File: src/hw/rtl/screen_triangle_pick_nearest_macros.svh
// Assertion macros shared by the pick block RTL.
`ifndef SCREEN_TRIANGLE_PICK_NEAREST_MACROS_SVH
`define SCREEN_TRIANGLE_PICK_NEAREST_MACROS_SVH

// Check a consequence in the same cycle as its cause.
`define STPN_ASSERT_NOW(name, clk, rst, ante, cons, msg) \
   name: assert property (@(posedge clk) disable iff (rst) (ante) |-> (cons)) \
      else $error(msg);

// Check a consequence in the cycle after its cause.
`define STPN_ASSERT_NEXT(name, clk, rst, ante, cons, msg) \
   name: assert property (@(posedge clk) disable iff (rst) (ante) |=> (cons)) \
      else $error(msg);

`endif

File: src/hw/rtl/stpn_pkg.sv
// Types and constants shared by the pick block modules.
`default_nettype none

package stpn_pkg;

   localparam int COORD_BITS      = 16;
   localparam int DEPTH_BITS      = 24;
   localparam int SUM_BITS        = DEPTH_BITS + 2;
   localparam int DIFF_BITS       = COORD_BITS + 1;
   localparam int PROD_BITS       = 2 * DIFF_BITS;
   localparam int EDGE_BITS       = PROD_BITS + 1;
   localparam int EDGE_COUNT      = 4;
   localparam int DEPTH_TERMS     = 3;
   localparam int STPN_QUEUE_DEPTH = 8;

   // Magnitude of a depth sum and its reciprocal-of-three scaling.
   localparam int MAG_BITS     = SUM_BITS;
   localparam int RECIP_SHIFT  = MAG_BITS + 2;
   localparam int RECIP_BITS   = MAG_BITS + 1;
   localparam int SCALED_BITS  = MAG_BITS + RECIP_BITS;
   localparam logic [RECIP_BITS-1:0] RECIP_THIRD =
      RECIP_BITS'((64'd1 << RECIP_SHIFT) / 64'd3);

   localparam logic signed [SUM_BITS-1:0] BEST_SUM_RESET = {1'b0, {(SUM_BITS-1){1'b1}}};

   localparam int CSR_INDEX_BITS = 1;

   typedef enum logic [CSR_INDEX_BITS-1:0] {
      CSR_PICK_X = 1'b0,
      CSR_PICK_Y = 1'b1
   } stpn_csr_index_type;

   typedef struct packed {
      logic signed [COORD_BITS-1:0] vertex_a_x;
      logic signed [COORD_BITS-1:0] vertex_a_y;
      logic signed [COORD_BITS-1:0] vertex_b_x;
      logic signed [COORD_BITS-1:0] vertex_b_y;
      logic signed [COORD_BITS-1:0] vertex_c_x;
      logic signed [COORD_BITS-1:0] vertex_c_y;
      logic signed [DEPTH_BITS-1:0] depth_a;
      logic signed [DEPTH_BITS-1:0] depth_b;
      logic signed [DEPTH_BITS-1:0] depth_c;
      logic                         last_triangle;
   } stpn_req_type;

   typedef struct packed {
      logic                         pick_hit;
      logic signed [DEPTH_BITS-1:0] nearest_depth;
   } stpn_rsp_type;

   // One classified triangle, passed from the front to the back.
   typedef struct packed {
      logic                       covered;
      logic                       last;
      logic signed [SUM_BITS-1:0] depth_sum;
   } stpn_entry_type;

endpackage

`default_nettype wire

File: src/hw/rtl/stpn_queue.sv
// Queue of classified triangles between the front and the back.
`default_nettype none
`include "screen_triangle_pick_nearest_macros.svh"

module stpn_queue import stpn_pkg::*; #(
   parameter int QUEUE_DEPTH = STPN_QUEUE_DEPTH,
   localparam int COUNT_BITS = $clog2(QUEUE_DEPTH + 1),
   localparam int PTR_BITS   = $clog2(QUEUE_DEPTH)
) (
   input  wire logic                  clock,
   input  wire logic                  reset,
   input  wire logic                  push,
   input  wire stpn_entry_type        push_entry,
   input  wire logic                  pop,
   output logic                       head_valid,
   output stpn_entry_type             head_entry,
   output logic [COUNT_BITS-1:0]      count
);

   stpn_entry_type        storage_ff [QUEUE_DEPTH];
   stpn_entry_type        head_ff;
   logic [PTR_BITS-1:0]   wr_ptr_ff, wr_ptr_in, rd_ptr_ff, rd_ptr_in;
   logic [COUNT_BITS-1:0] count_ff, count_in;

   always_comb begin
      wr_ptr_in = wr_ptr_ff;
      rd_ptr_in = rd_ptr_ff;
      if (push) begin
         wr_ptr_in = (wr_ptr_ff == PTR_BITS'(QUEUE_DEPTH - 1)) ? '0 : wr_ptr_ff + 1'b1;
      end
      if (pop) begin
         rd_ptr_in = (rd_ptr_ff == PTR_BITS'(QUEUE_DEPTH - 1)) ? '0 : rd_ptr_ff + 1'b1;
      end
      count_in = count_ff + COUNT_BITS'(push) - COUNT_BITS'(pop);
   end

   always_ff @(posedge clock) begin
      if (reset) begin
         wr_ptr_ff <= '0;
         rd_ptr_ff <= '0;
         count_ff  <= '0;
      end else begin
         wr_ptr_ff <= wr_ptr_in;
         rd_ptr_ff <= rd_ptr_in;
         count_ff  <= count_in;
      end
   end

   // Register the next head; take the incoming entry when it lands at the head.
   always_ff @(posedge clock) begin
      if (push) begin
         storage_ff[wr_ptr_ff] <= push_entry;
      end
      if (push && (wr_ptr_ff == rd_ptr_in)) begin
         head_ff <= push_entry;
      end else begin
         head_ff <= storage_ff[rd_ptr_in];
      end
   end

   assign head_valid = count_ff != '0;
   assign head_entry = head_ff;
   assign count      = count_ff;

   `STPN_ASSERT_NOW(a_no_overflow, clock, reset, push,
      count_ff < COUNT_BITS'(QUEUE_DEPTH), "push into a full queue")
   `STPN_ASSERT_NOW(a_no_underflow, clock, reset, pop,
      count_ff != '0, "pop from an empty queue")

endmodule

`default_nettype wire

File: config.mk
export PLATFORM = sky130hd
export DESIGN_NAME = stpn_queue
export DESIGN_NICKNAME = d
export VERILOG_FILES = /design/src/hw/rtl/stpn_pkg.sv /design/src/hw/rtl/stpn_queue.sv
export VERILOG_INCLUDE_DIRS = /design/src /design/src/hw/rtl
export SDC_FILE = /design/constraint.sdc
export NUM_CORES = 1
export LEC_CHECK = 0
export ABC_AREA = 0
export CAP_MARGIN = 20
export CORE_UTILIZATION = 58
export CTS_CLUSTER_DIAMETER = 150
export DETAILED_ROUTE_END_ITERATION = 6
export DONT_BUFFER_PORTS = 1
export HOLD_SLACK_MARGIN = 0.06
export PLACE_DENSITY = 0.74
export SLEW_MARGIN = 20
export SYNTH_ARGS = -nofsm -noshare
export SYNTH_HDL_FRONTEND = slang
export SYNTH_SLANG_ARGS = --single-unit
File: constraint.sdc
create_clock -name clock -period 3.5 [get_ports clock]
set_clock_uncertainty 0.05 [all_clocks]
set_input_delay 0.525 -clock clock [delete_from_list [all_inputs] [get_ports clock]]
set_output_delay 0.525 -clock clock [all_outputs]
set_load 0.01 [all_outputs]
==> flow_metrics.tcl <==
set metrics [dict create \
    status "completed" \
    grt_busiest_layer "met2" \
    cp-end-kind "primary output" \
    worst_pin_slew_ns 1.06 \
    async_flop_share 0 \
    r2r-end "storage_ff[1][16]" \
    start_util 0.595 \
    swShare 0.214 \
    areaGrowthSynthToFinish_pct 15.4 \
    synth_area_leaders "edfxtp_1 74%, mux4_2 12%, mux2_2 3.6%, dfxtp_1 2.9%, mux4_1 1.7%" \
    cp-endpoint "head_entry[17]" \
    fin_crit_ns 3.05 \
    synth_edf_count 224 \
    ys.flop_type "edfxtp_1" \
    antenna_found_initial 2 \
    grt_use_total 0.210 \
    r2r.worst_path.cells 3 \
    cts.sink_count 237 \
    synth-seq-cells 237 \
    combinationalPowerShare 0.078 \
    drt_iter0_drc 314 \
    dieWidth_um 127 \
    internal_power_mw 4.88 \
    max_freq_mhz 328 \
    p_per_area_nw_per_um2 593 \
    cts_buffer_depth 3 \
    grt_pass1_vias 4279 \
    rsz0062_at_grt "false" \
    place_hpwl_mm 8.58 \
    crit_type "reg -> out" \
    postRouteAntennaNets 0 \
    setup_viol 0 \
    fin_setup_tns_ns 0 \
    cp-start-kind "flop" \
    cts-root-buf "clkbuf_16" \
    p_leak_nw 3.33 \
    place.gp.congestion 0.674 \
    io_pins 65 \
    r2r_start "wr_ptr_ff[2]" \
    grt_max_degree 57 \
    dieArea_um2 16200 \
    io_buffers 0 \
    drv_cap 0 \
    wire_per_inst_um 23.5 \
    synth_cell_types 24 \
    yosysWarnings 0 \
    ir_drop_v 0.000447 \
    finalCritPeriodShare 0.872 \
    clk_pin_slew_worst_paths_ns 0.05 \
    holdWs_ns 0.130 \
    finalHoldViolCount 0 \
    placed_area_um2 9380 \
    hold_depth 1 \
    htreeDepth 1 \
    drive_gt1_frac 0.305 \
    netlist_area_um2 9080 \
    hold_class "in -> reg" \
    syn_inst 394 \
    p_sw_mw 1.33 \
    use_met2 0.365 \
    fin_area_um2 10500 \
    cts_resized 0 \
    grt_pass1_wl_mm 24.6 \
    routed-via-count 3955 \
    worstPathArrival_ns 2.48 \
    nNetsFinal 487 \
    drt-total-wl_mm 15.9 \
    power.share.clock 0.399 \
    pwr-share-seq 0.523 \
    grt_use_met1 0.265 \
    avgSynthCellArea_um2 23.0 \
    rrSetupSlack_ns 1.49 \
    slew_headroom 0.289 \
    die_h_um 127 \
    vias_per_cell 5.85 \
    cts-buffers-inserted 24 \
    cp_data_required_time_ns 2.92 \
    synth_top_cell_by_area "edfxtp_1" \
    layout_commonest_cell "edfxtp_1" \
    layout_common_cells "224 x edfxtp_1, 50 x mux4_2, 30 x dlygate4sd3_1" \
    core.rowCount 45 \
    first_pass_iters 4 \
    worstSkewPairLatency_ns 0.50 \
    coreArea_um2 15300 \
    drc_errors 0 \
    synth_top_area_frac 0.741 \
    seq_area_frac_synth 0.770 \
    syn_nets 436 \
    final_max_slew_viol_count 0 \
    grt_overflow_total 0 \
    tritoncts "done" \
    grtUsageMet3 0.0557 \
    critPathMaxFanout 25 \
]
kinds of logic after synthesis:
| kind of cell | Yosys count | share of synthesized area |
|---|---|---|
| AO/OA/AOI/OAI | 5 | 0.00317 |
| XOR/XNOR | 1 | 0.000965 |
| adder cells (fa/ha/maj) | 10 | 0.0146 |
| buffers and inverters | 23 | 0.0139 |
| flip-flops | 237 | 0.770 |
| multiplexers | 88 | 0.181 |
| AND/OR/NAND/NOR | 30 | 0.0168 |
state kept, by name, summed over array words and instances (netlist names), named ones only:
| register | flops |
|---|---|
| rd_ptr_ff | 3 |
| storage_ff | 224 |
| wr_ptr_ff | 3 |
| count | 4 |
layer usage:
| layer | wire length [µm] | vias to the layer above |
|---|---|---|
| met1 | 6610 | 2074 |
| li1 | - | 1750 |
| met4 | 302 | 0 |
| met3 | 941 | 28 |
| met5 | 0 | - |
| met2 | 8070 | 103 |
timing repair:
action,4_1_cts,5_1_grt
setup buffers,0,0
endpoints found under the hold margin,234,0
hold buffers,30,0
power by group through the flow:
stage                     Clock (mW)  Sequential, mW  Combinational, mW
after global routing            2.63            3.26              0.534
after CTS                       2.53            3.25              0.494
final                           2.48            3.25              0.485
after floorplan                    0            3.27              0.383
after global placement             0            3.31              0.421
after detailed placement           0            3.31              0.433
Yosys cell counts, types with 5 or more instances:
cell and count:
buf_6 5, clkbuf_1 7, dfxtp_1 13, edfxtp_1 224
ha_1 9, inv_1 7, mux2_2 29, mux4_1 6
mux4_2 50, nand2b_1 6, nor2_1 11, nor2b_1 5
through the flow:
step	instances	worst slack [ns]	utilization	power, mW
3_3_place_gp	600	0.925	0.615	3.73
6_report	676	0.449	0.686	6.21
2_1_floorplan	394	0.444	-	3.65
4_1_cts	674	0.367	0.686	6.28
3_5_place_dp	600	0.906	0.615	3.74
5_1_grt	676	0.283	0.686	6.42
final cells by class:
type,instances,area (µm²)
Timing Repair Buffer,41,383
Clock buffer,26,629
Inverter,7,26.3
Tap cell,211,264
Clock inverter,18,154
Multi-Input combinational cell,134,2020
Sequential cell,237,6990
Fill cell,961,4790
Antenna cell,2,5.00
how the worst min path moves through the flow:
stage                     slack (ns)    startpoint      endpoint
after floorplan                 0.41  rd_ptr_ff[0]          flop
after global placement          0.41  rd_ptr_ff[0]          flop
after detailed placement        0.43  rd_ptr_ff[0]          flop
after CTS                       0.11           pop          flop
after global routing            0.12          push  wr_ptr_ff[2]
final                           0.13           pop          flop
worst max-delay path: stages (launching register included):
cell     delay (ns)
dfxtp_4        0.65
buf_4          0.39
mux4_1         0.61
mux2_2         0.31
(Power assumes the default switching activity.)
